**src/rtl/mrta_pkg.sv**
```systemverilog
// Shared types and constants for the memory region table allocator.
// No dependencies.
`timescale 1ns / 1ps
`default_nettype none
package mrta_pkg;
	localparam int TABLE_DEPTH = 512;
	localparam int IDX_W = $clog2(TABLE_DEPTH);
	localparam int CNT_W = $clog2(TABLE_DEPTH + 1);
	localparam int PAGE_SHIFT = 21;

	localparam logic [63:0] LOW_LIMIT = 64'd16 << 20;
	localparam logic [63:0] MIN_END = 64'd18 << 20;
	localparam logic [63:0] HIGH_LIMIT = 64'd1 << 48;
	localparam logic [63:0] PAGE_MASK = (64'd1 << PAGE_SHIFT) - 64'd1;

	localparam logic [2:0] CMD_APPEND = 3'd0;
	localparam logic [2:0] CMD_MARK = 3'd1;
	localparam logic [2:0] CMD_ALLOC = 3'd2;
	localparam logic [2:0] CMD_READ = 3'd3;
	localparam logic [2:0] CMD_COUNT = 3'd4;

	localparam logic [2:0] ERR_OK = 3'd0;
	localparam logic [2:0] ERR_FULL = 3'd1;
	localparam logic [2:0] ERR_OUTSIDE = 3'd2;
	localparam logic [2:0] ERR_EMPTY = 3'd3;
	localparam logic [2:0] ERR_TYPE = 3'd4;
	localparam logic [2:0] ERR_SIZE = 3'd5;
	localparam logic [2:0] ERR_NOFIT = 3'd6;

	localparam logic [1:0] WR_APPEND = 2'd0;
	localparam logic [1:0] WR_SHIFT = 2'd1;
	localparam logic [1:0] WR_SLOT = 2'd2;

	typedef struct packed {
		logic [48:0] base;
		logic [48:0] size;
		logic [1:0] rtype;
	} entry_t;

	typedef struct packed {
		logic rdy;
		logic latch;
		logic rd_en;
		logic rd_j;
		logic wr_en;
		logic [1:0] wr_sel;
		logic j_clr;
		logic j_top;
		logic j_inc;
		logic j_dec;
		logic k_clr;
		logic k_inc;
		logic calc;
		logic pg_acc;
		logic fit_take;
		logic ent_take;
		logic set_err;
		logic [2:0] err;
		logic set_app;
		logic set_entry;
		logic set_addr;
		logic cnt_inc1;
		logic cnt_add_need;
		logic out_load;
	} ctl_t;

	typedef struct packed {
		logic in_valid;
		logic [2:0] cmd;
		logic idx_ok;
		logic full;
		logic cnt_zero;
		logic app_ok;
		logic alloc_bad;
		logic [2:0] mchk_err;
		logic fit;
		logic scan_last;
		logic shift_more;
		logic k_last;
		logic out_free;
	} sts_t;
endpackage
`default_nettype wire

```
**src/rtl/mrta_ctrl.sv**
```systemverilog
// Controller state machine: sequences table scans, entry shifts and writes.
// Depends on mrta_pkg.
`timescale 1ns / 1ps
`default_nettype none
module mrta_ctrl import mrta_pkg::*; (
	input wire logic clk,
	input wire logic arst_n,
	input wire sts_t sts,
	output ctl_t ctl
);
	localparam logic [3:0] ST_IDLE = 4'd0;
	localparam logic [3:0] ST_DISP = 4'd1;
	localparam logic [3:0] ST_R_WAIT = 4'd2;
	localparam logic [3:0] ST_M_WAIT = 4'd3;
	localparam logic [3:0] ST_M_CHK = 4'd4;
	localparam logic [3:0] ST_SH_RD = 4'd5;
	localparam logic [3:0] ST_SH_WR = 4'd6;
	localparam logic [3:0] ST_WS = 4'd7;
	localparam logic [3:0] ST_SC_RD = 4'd8;
	localparam logic [3:0] ST_SC_CALC = 4'd9;
	localparam logic [3:0] ST_SC_CMP = 4'd10;
	localparam logic [3:0] ST_DONE = 4'd11;

	logic [3:0] state_q, state_d;

	always_comb begin
		ctl = '0;
		state_d = state_q;
		case (state_q)
			ST_IDLE: begin
				ctl.rdy = 1'b1;
				if (sts.in_valid) begin
					ctl.latch = 1'b1;
					state_d = ST_DISP;
				end
			end
			ST_DISP: begin
				state_d = ST_DONE;
				case (sts.cmd)
					CMD_APPEND: begin
						if (sts.app_ok) begin
							if (sts.full) begin
								ctl.set_err = 1'b1;
								ctl.err = ERR_FULL;
							end else begin
								ctl.wr_en = 1'b1;
								ctl.wr_sel = WR_APPEND;
								ctl.cnt_inc1 = 1'b1;
								ctl.set_app = 1'b1;
							end
						end
					end
					CMD_MARK, CMD_READ: begin
						if (!sts.idx_ok) begin
							ctl.set_err = 1'b1;
							ctl.err = ERR_NOFIT;
						end else begin
							ctl.rd_en = 1'b1;
							state_d = (sts.cmd == CMD_MARK) ? ST_M_WAIT : ST_R_WAIT;
						end
					end
					CMD_ALLOC: begin
						if (sts.alloc_bad) begin
							ctl.set_err = 1'b1;
							ctl.err = ERR_SIZE;
						end else if (sts.cnt_zero) begin
							ctl.set_err = 1'b1;
							ctl.err = ERR_NOFIT;
						end else begin
							ctl.j_clr = 1'b1;
							state_d = ST_SC_RD;
						end
					end
					CMD_COUNT: begin
						if (!sts.cnt_zero) begin
							ctl.j_clr = 1'b1;
							state_d = ST_SC_RD;
						end
					end
					default: state_d = ST_DONE;
				endcase
			end
			ST_R_WAIT: begin
				ctl.set_entry = 1'b1;
				state_d = ST_DONE;
			end
			ST_M_WAIT: begin
				ctl.ent_take = 1'b1;
				state_d = ST_M_CHK;
			end
			ST_M_CHK: begin
				if (sts.mchk_err != ERR_OK) begin
					ctl.set_err = 1'b1;
					ctl.err = sts.mchk_err;
					state_d = ST_DONE;
				end else begin
					ctl.set_addr = (sts.cmd == CMD_ALLOC);
					ctl.j_top = 1'b1;
					state_d = ST_SH_RD;
				end
			end
			ST_SH_RD: begin
				// move later entries up, top one first
				if (sts.shift_more) begin
					ctl.rd_en = 1'b1;
					ctl.rd_j = 1'b1;
					state_d = ST_SH_WR;
				end else begin
					ctl.k_clr = 1'b1;
					state_d = ST_WS;
				end
			end
			ST_SH_WR: begin
				ctl.wr_en = 1'b1;
				ctl.wr_sel = WR_SHIFT;
				ctl.j_dec = 1'b1;
				state_d = ST_SH_RD;
			end
			ST_WS: begin
				ctl.wr_en = 1'b1;
				ctl.wr_sel = WR_SLOT;
				if (sts.k_last) begin
					ctl.cnt_add_need = 1'b1;
					state_d = ST_DONE;
				end else begin
					ctl.k_inc = 1'b1;
				end
			end
			ST_SC_RD: begin
				ctl.rd_en = 1'b1;
				ctl.rd_j = 1'b1;
				state_d = ST_SC_CALC;
			end
			ST_SC_CALC: begin
				ctl.calc = 1'b1;
				state_d = ST_SC_CMP;
			end
			ST_SC_CMP: begin
				if (sts.cmd == CMD_ALLOC && sts.fit) begin
					ctl.fit_take = 1'b1;
					state_d = ST_M_WAIT;
				end else begin
					ctl.pg_acc = (sts.cmd == CMD_COUNT);
					if (sts.scan_last) begin
						ctl.set_err = (sts.cmd == CMD_ALLOC);
						ctl.err = ERR_NOFIT;
						state_d = ST_DONE;
					end else begin
						ctl.j_inc = 1'b1;
						state_d = ST_SC_RD;
					end
				end
			end
			ST_DONE: begin
				if (sts.out_free) begin
					ctl.out_load = 1'b1;
					state_d = ST_IDLE;
				end
			end
			default: state_d = ST_IDLE;
		endcase
	end

	always_ff @(posedge clk or negedge arst_n) begin
		if (!arst_n)
			state_q <= ST_IDLE;
		else
			state_q <= state_d;
	end
endmodule
`default_nettype wire

```
**config.mk**
```make
export PLATFORM = sky130hd
export DESIGN_NAME = mrta_ctrl
export DESIGN_NICKNAME = d
export VERILOG_FILES = /design/src/rtl/mrta_pkg.sv /design/src/rtl/mrta_ctrl.sv
export SDC_FILE = /design/constraint.sdc
export NUM_CORES = 1
export LEC_CHECK = 0
export BUFFER_PORTS_ARGS = -buffer_cell sky130_fd_sc_hd__buf_2
export CORE_MARGIN = 5
export CORE_UTILIZATION = 45
export DETAILED_ROUTE_END_ITERATION = 8
export PLACE_DENSITY = 0.83
export SLEW_MARGIN = 20
export SYNTH_ARGS = -nofsm -noshare
export SYNTH_HDL_FRONTEND = slang
export SYNTH_SLANG_ARGS = --single-unit
```
**constraint.sdc**
```tcl
create_clock -name clk -period 3.4 [get_ports clk]
set_clock_uncertainty 0.2 [all_clocks]
set_input_delay 0.51 -clock clk [delete_from_list [all_inputs] [get_ports clk]]
set_output_delay 0.51 -clock clk [all_outputs]
set_load 0.01 [all_outputs]
```
# Word level (Yosys, flattened, before mapping)

Index checks and enable logic that the tools add are counted.

Bits in registers: 4

Equal/unequal tests: 18
Mux-type cells: 66
Reduce and logical (&&, ||, !) cells: 6

Operator list:

| operator                                      | count |
|---|---|
| 2-to-1 mux 4 bit                              | 13 |
| one-hot mux 4 bit (12 select lines)           | 1 |
| one-hot mux 4 bit (3 select lines)            | 3 |
| 2-to-1 mux 1 bit                              | 35 |
| == test 4 x 3 -> 1 bit, second input constant | 4 |
| == test 4 bit, second input constant          | 4 |
| 2-to-1 mux 2 bit                              | 6 |
| 2-to-1 mux 3 bit                              | 3 |
| one-hot mux 3 bit (3 select lines)            | 1 |
| == test 4 x 2 -> 1 bit, second input constant | 2 |
| == test 3 x 2 -> 1 bit, second input constant | 2 |
| != test 2 bit, second input constant          | 3 |
| 2-to-1 mux 5 bit                              | 1 |
| == test 4 x 1 -> 1 bit, second input constant | 1 |
| zero test 4 bit                               | 1 |
| one-hot mux 1 bit (2 select lines)            | 2 |
| == test 3 x 1 -> 1 bit, second input constant | 1 |
| == test 3 bit, second input constant          | 1 |
| zero test 3 bit                               | 1 |
| one-hot mux 1 bit (3 select lines)            | 1 |
| AND reduction 3 bit                           | 1 |
| nonzero test 3 bit                            | 1 |
| OR reduction 2 bit                            | 1 |
| logical AND 1 bit                             | 1 |

# Logic depth before layout (Yosys ltp)

Gate-level depths: netlist of the first run.

Depth in word-level cells: 5
Mapped depth: 7

# Least setup slack after synthesis of the first run

OpenSTA, ideal clock, no wires.

Path kind: register -> output
Start point: register state_q[2]
End point: output ctl[5] in the netlist's numbering
Arrival: 1.636 ns
Data required time: 2.690 ns
Slack: 1.054 ns
Stages on the path, launching flop included: 6
Path through: dfrtp_1 -> buf_2 -> or4b_4 -> nand2b_4 -> nor4_4 -> buf_4

RTL lines:

| what                   | RTL line         | text |
|---|---|---|
| from (decl)            | mrta_ctrl.sv:24  | `logic [3:0] state_q, state_d;` |
| from (signal assigned) | mrta_ctrl.sv:168 | `state_q <= state_d;` |
| to (decl)              | mrta_ctrl.sv:9   | `output ctl_t ctl` |

==> results of run 1 <==
-- worst max-delay path by stage --
stage                      startpoint       to  slack, ps
6_report       state_q[0]$_DFFE_PN0P_  ctl[22]        560
3_5_place_dp   state_q[0]$_DFFE_PN0P_  ctl[22]        820
4_1_cts        state_q[0]$_DFFE_PN0P_  ctl[22]        570
5_1_grt        state_q[2]$_DFFE_PN0P_   ctl[3]        370
3_3_place_gp   state_q[0]$_DFFE_PN0P_  ctl[22]        830
2_1_floorplan  state_q[2]$_DFFE_PN0P_   ctl[5]       1050
-- area by class of cell --
cell class,instances,area share [%]
inverter,4,1.535
tap,16,2.046
clock buffer,3,2.302
sequential,4,10.23
multi-input combinational,97,59.85
timing repair buffer,46,24.04
-- power groups by stage --
stage          Clock, mW  Sequential (mW)  Combinational (mW)
4_1_cts           0.0599            0.170               0.425
3_5_place_dp           0            0.170               0.421
6_report          0.0581            0.173               0.427
2_1_floorplan          0           0.0914               0.383
5_1_grt           0.0672            0.186               0.480
3_3_place_gp           0            0.169               0.416
-- metrics by stage --
stage          util [%]  total power [mW]  setup slack, ps  hold slack [ps]
2_1_floorplan         -            0.4741             1054            14.41
3_3_place_gp      61.36            0.5853            832.4            113.6
3_5_place_dp      61.36            0.5915            818.4            120.5
4_1_cts           63.47            0.6549            565.0            407.8
5_1_grt           63.47            0.7337            365.2            434.5
6_report          63.47            0.6572            557.7            409.2
-- metal layers --
layer | global-route usage [%] | routed length (um)
met1 | 26.54 | 1029
met2 | 29.34 | 1154
met3 | 3.846 | 187
met4 | 5.532 | 0
met5 | 0 | 0
-- cell usage in the layout (no fill, tap or decap), types with 5 or more instances in the layout --
master    instances
nor2_1           17
buf_2            45
nor3_1            8
o21ai_0           9
nand2b_1          5
nand2_1           6
a21oi_1           5
-- logic make-up after synthesis --
logic type | after synthesis | synth area share, %
flip-flops | 4 | 13.47
XOR/XNOR | 1 | 1.179
AND/OR/NAND/NOR | 63 | 49.16
AO/OA/AOI/OAI | 33 | 28.45
buffers and inverters | 12 | 7.742
==> results.yml, run 1 <==
run_status:
  status: "complete, no violations"
synth:
  synth_cells: 113
  synth.avg_cell_area_um2: 6.577
  synth_edf_count: 0
  ys_top_cells_by_area: "dfrtp_1, nor2_1, o21ai_0"
  yosysUniqueCellTypes: 37
  synth-async-reset-ratio_pct: 100.0
  netlist_top_cells_count: "nor2_1, o21ai_0, nor3_1"
  ys_seq_area_share_pct: 13.47
  synth.most_common_cell: "nor2_1"
  synth_area_leader_cell: "dfrtp_1"
  yosys_warnings: 0
  ys_seq_elements: 4
  synth_top_area_share_pct: 13.47
  syn-cell-area_um2: 743.2
  synth_nets: 132
  ys.flop_type: "dfrtp_1"
sta:
  slew_headroom_pct: 63.74
  worst_slew_pin_slew_ps: 543.8
  clock.fmax_mhz: 351.8
  fin_tns_setup_ps: 0
  min_period_ps: 2842
  setup_viol: 0
  drv_slew: 0
  final_hold_viol_count: 0
  post-route-period-util_pct: 83.60
  rsz0062_at_grt: "false"
power_and_ir_drop:
  powerDensity_nw_per_um2: 671.7
  leakage_nw: 0.5043
  p_int_mw: 0.3036
  p_sw_mw: 0.3536
  vdd_ir_drop_max_mv: 0.4089
  pwr-share-comb_pct: 64.9
  power_frac_clock_pct: 8.8
  pwr-share-seq_pct: 26.3
  p_sw_share_pct: 53.80
finish:
  largest_reg_flops: 4
  reg_top3: "state_q (4)"
  top_register: "state_q"
  fin_cells: 170
  layout.nets: 175
  n_antenna_cell: 0
  regArea_um2: 100.1
  final_area_um2: 978.4
  drive_gt1_share_pct: 33.77
  syn_to_final_growth_pct: 31.65
  nFillCells: 154
  multi_input_area_um2: 585.6
floorplanning:
  dieArea_um2: 2564
  core_um2: 1541
  io_pins: 46
  start_util_pct: 48.21
  num_rows: 14
  die_y_um: 50.64
  die_w_um: 50.64
setup_path:
  ff2ff_path_depth: 5
  cp_top_family: "simple AND/OR/NAND/NOR gates"
  rrSetupSlack_ps: 1280
  endpoint_kind: "output port"
  arrival_ps: 2130
  slowest_delay_ps: 670
  crit_slowest_cell: "dfrtp_1"
  path_cells: "or4b_4 > nand2b_4 > nor4_4 > a21o_1 > buf_2"
  crit_fanout: 19
  critical_path_depth: 5
  critPathBufInv: 1
  required_ps: 2690
  r2r_end: "state_q[0]$_DFFE_PN0P_"
  path_class: "reg -> out"
  r2r-start: "state_q[0]$_DFFE_PN0P_"
  start_kind: "flop"
placement:
  port_buffers: 45
  placed_cell_area_um2: 945.9
  placed_cells: 166
  hpwlAfterDp_um: 1910
  place.gp.congestion: 0.8873
cts:
  cts_resized: 0
  cts_max_level: 1
  root_buffer: "clkbuf_4"
  cts_hold_buffers: 1
  numCtsBuffers: 3
  clockBufferDepth: 2
  clock_sinks: 4
  path_clk_slew_ps: 40
  clkLatencyLatePin_ps: 230
  post_cts_buffers: 0
  cts_tree: "built"
grt:
  grt_max_degree: 20
  overflow: 0
  grt_usage_pct: 19.06
  grt_pass1_vias: 907
  antenna_found_initial: 0
  grt_pass1_wl_um: 4022
drt:
  drt_iter0_drc: 26
  avgRoutedWirePerCell_um: 13.95
  avgViaCountPerCell: 5.971
  firstDrtPassIters: 4
  drtAntennaViolNets: 0
  drc_errors: 0
  num_vias: 1015
  totalWireLength_um: 2371
job:
  drv_cap: 0
worst_hold_path:
  hold_path.class: "in -> async"
Power figures use the tool's default switching activity.
==> inputs of run 2 (changes only) <==
--- a/config.mk
+++ b/config.mk
@@ -7,9 +7,9 @@
 export LEC_CHECK = 0
 export BUFFER_PORTS_ARGS = -buffer_cell sky130_fd_sc_hd__buf_2
 export CORE_MARGIN = 5
-export CORE_UTILIZATION = 45
+export CORE_UTILIZATION = 38
 export DETAILED_ROUTE_END_ITERATION = 8
-export PLACE_DENSITY = 0.83
+export PLACE_DENSITY = 0.75
 export SLEW_MARGIN = 20
 export SYNTH_ARGS = -nofsm -noshare
 export SYNTH_HDL_FRONTEND = slang
==> constraint.sdc (replaced) <==
create_clock -name clk -period 2.6 [get_ports clk]
set_clock_uncertainty 0.2 [all_clocks]
set_input_delay 0.39 -clock clk [delete_from_list [all_inputs] [get_ports clk]]
set_output_delay 0.39 -clock clk [all_outputs]
set_load 0.01 [all_outputs]
==> run 2 against run 1 <==
Net effect:
- flip-flop and latch count unchanged
- clock power increased by 59%
- clock-buffer cell count unchanged
- largest power group unchanged
- setup slack got worse by 480 ps
- via count increased by 6.9%
- combinational power increased by 74%
- sequential power decreased by 13%
- die area increased by 15%
- register-to-register slack got worse by 640 ps
- critical endpoint is now ctl[9]
- power increased by 50%
==> results.yml, run 2 (same netlist as run 1, synthesis figures left out) <==
setup_path:
  path_class: "reg -> out"
  start_kind: "flop"
  endpoint_kind: "output port"
  ff2ff_path_depth: 5
  arrival_ps: 1930
  crit_fanout: 5
  required_ps: 2010
power_and_ir_drop:
  powerDensity_nw_per_um2: 929.8
  power_frac_clock_pct: 9.4
  p_sw_mw: 0.5172
  leakage_nw: 0.5427
  p_sw_share_pct: 52.55
  p_int_mw: 0.4670
  pwr-share-comb_pct: 75.4
  vdd_ir_drop_max_mv: 0.4092
  pwr-share-seq_pct: 15.2
finish:
  final_area_um2: 1059
  post-route-util_pct: 55.08
  n_antenna_cell: 0
  layout_common_cells: "buf_2, nor2_1, o21ai_0"
  top_register: "state_q"
  layout.nets: 183
  layout_commonest_cell: "buf_2"
  syn_to_final_growth_pct: 42.42
  drive_gt1_share_pct: 38.27
  fin_cells: 189
  reg_top3: "state_q (4)"
  largest_reg_flops: 4
drt:
  avgRoutedWirePerCell_um: 14.71
  avgViaCountPerCell: 5.741
  num_vias: 1085
  drt_iter0_drc: 53
  firstDrtPassIters: 4
  route.met2.wl_um: 1339
  totalWireLength_um: 2781
  drtAntennaViolNets: 0
  drc_errors: 0
  routed-wl-met3_um: 213
  routed.top_layer: "met4"
  m1WireLength_um: 1115
cts:
  clock_sinks: 4
  path_clk_slew_ps: 50
  numCtsBuffers: 3
  clockBufferDepth: 2
  root_buffer: "clkbuf_4"
  cts_max_level: 1
  cts_tree: "built"
  clkLatencyLatePin_ps: 270
  post_cts_buffers: 0
run_status:
  status: "complete, no violations"
sta:
  min_period_ps: 2521
  setup_viol: 0
  fin_tns_setup_ps: 0
  slew_headroom_pct: 69.27
  rsz0062_at_grt: "false"
  final_hold_viol_count: 0
  drv_slew: 0
  clock.fmax_mhz: 396.7
  worst_slew_pin_slew_ps: 457.4
  post-route-period-util_pct: 96.95
floorplanning:
  io_pins: 46
  die_y_um: 54.23
  core_um2: 1922
  dieArea_um2: 2940
  die_w_um: 54.23
  num_rows: 16
  start_util_pct: 38.67
grt:
  grt_pass1_vias: 979
  grt_pass1_wl_um: 4181
  grt_max_degree: 16
  antenna_found_initial: 0
  overflow: 0
  grt_usage_pct: 19.24
placement:
  placed_cell_area_um2: 1020
  placed_cells: 185
  hpwlAfterDp_um: 2180
  place.gp.congestion: 0.8875
  port_buffers: 45
worst_hold_path:
  hold_path.class: "in -> async"
job:
  drv_cap: 0
## run 2: cell types whose count changed in the layout (fill, tap and decap cells not counted)
cell and delta:
dfrtp_2 +1, dfrtp_1 -1, nor3_1 -1, buf_4 +8, nor3_2 +1
## run 2: final cells by class
class                           count  area [um2]
Inverter                            4       15.01
Fill cell                         198       863.3
Multi-Input combinational cell     97       590.6
Sequential cell                     4       101.3
Timing Repair Buffer               54       295.3
Tap cell                           27       33.78
Clock buffer                        3       22.52
## run 2: layer usage
metal | vias to the layer above | track usage (%)
met5 | - | 0
met4 | 0 | 13.69
met3 | 13 | 1.362
met2 | 65 | 32.07
met1 | 494 | 23.15
li1 | 513 | -
## run 2: worst paths after layout
path / slack (ps) / start / to
min in group clk: 300 / sts[1] / state_q[2]$_DFFE_PN0P_
max: 80 / state_q[1]$_DFFE_PN0P_ / ctl[9]
min: 270 / arst_n / state_q[1]$_DFFE_PN0P_
max in group asynchronous: 1780 / arst_n / state_q[0]$_DFFE_PN0P_
min reg2reg: 500 / state_q[2]$_DFFE_PN0P_ / state_q[2]$_DFFE_PN0P_
max reg2reg: 640 / state_q[1]$_DFFE_PN0P_ / state_q[0]$_DFFE_PN0P_
## run 2: timing repair
action / 4_1_cts / 5_1_grt
hold buffers: 1 / 0
resized for setup: 0 / 2
endpoints found under the hold margin: 4 / 0
endpoints found under the setup margin: 0 / 4
## run 2: per-stage QoR
stage / total power, mW / hold slack [ps] / worst slack, ps
finish: 0.9842 / 266.7 / 79.34
global route: 1.057 / 289.1 / 42.04
detailed placement: 0.8677 / 9.975 / 306.8
floorplan: 0.6200 / -105.6 / 373.8
global placement: 0.8574 / 2.059 / 356.5
CTS: 0.9624 / 273.7 / 27.01
## run 2: power by group through the flow
stage | Sequential, mW | Clock (mW) | Combinational, mW
5_1_grt | 0.154 | 0.0905 | 0.812
4_1_cts | 0.144 | 0.0917 | 0.727
2_1_floorplan | 0.120 | 0 | 0.500
3_5_place_dp | 0.146 | 0 | 0.722
6_report | 0.150 | 0.0925 | 0.742
3_3_place_gp | 0.140 | 0 | 0.718
## run 2: critical path: stages (launching register included)
cell      delay (ps)
dfrtp_1          430
or4b_4           590
nand2b_4         190
o32a_1           180
o41ai_1           70
buf_2            200
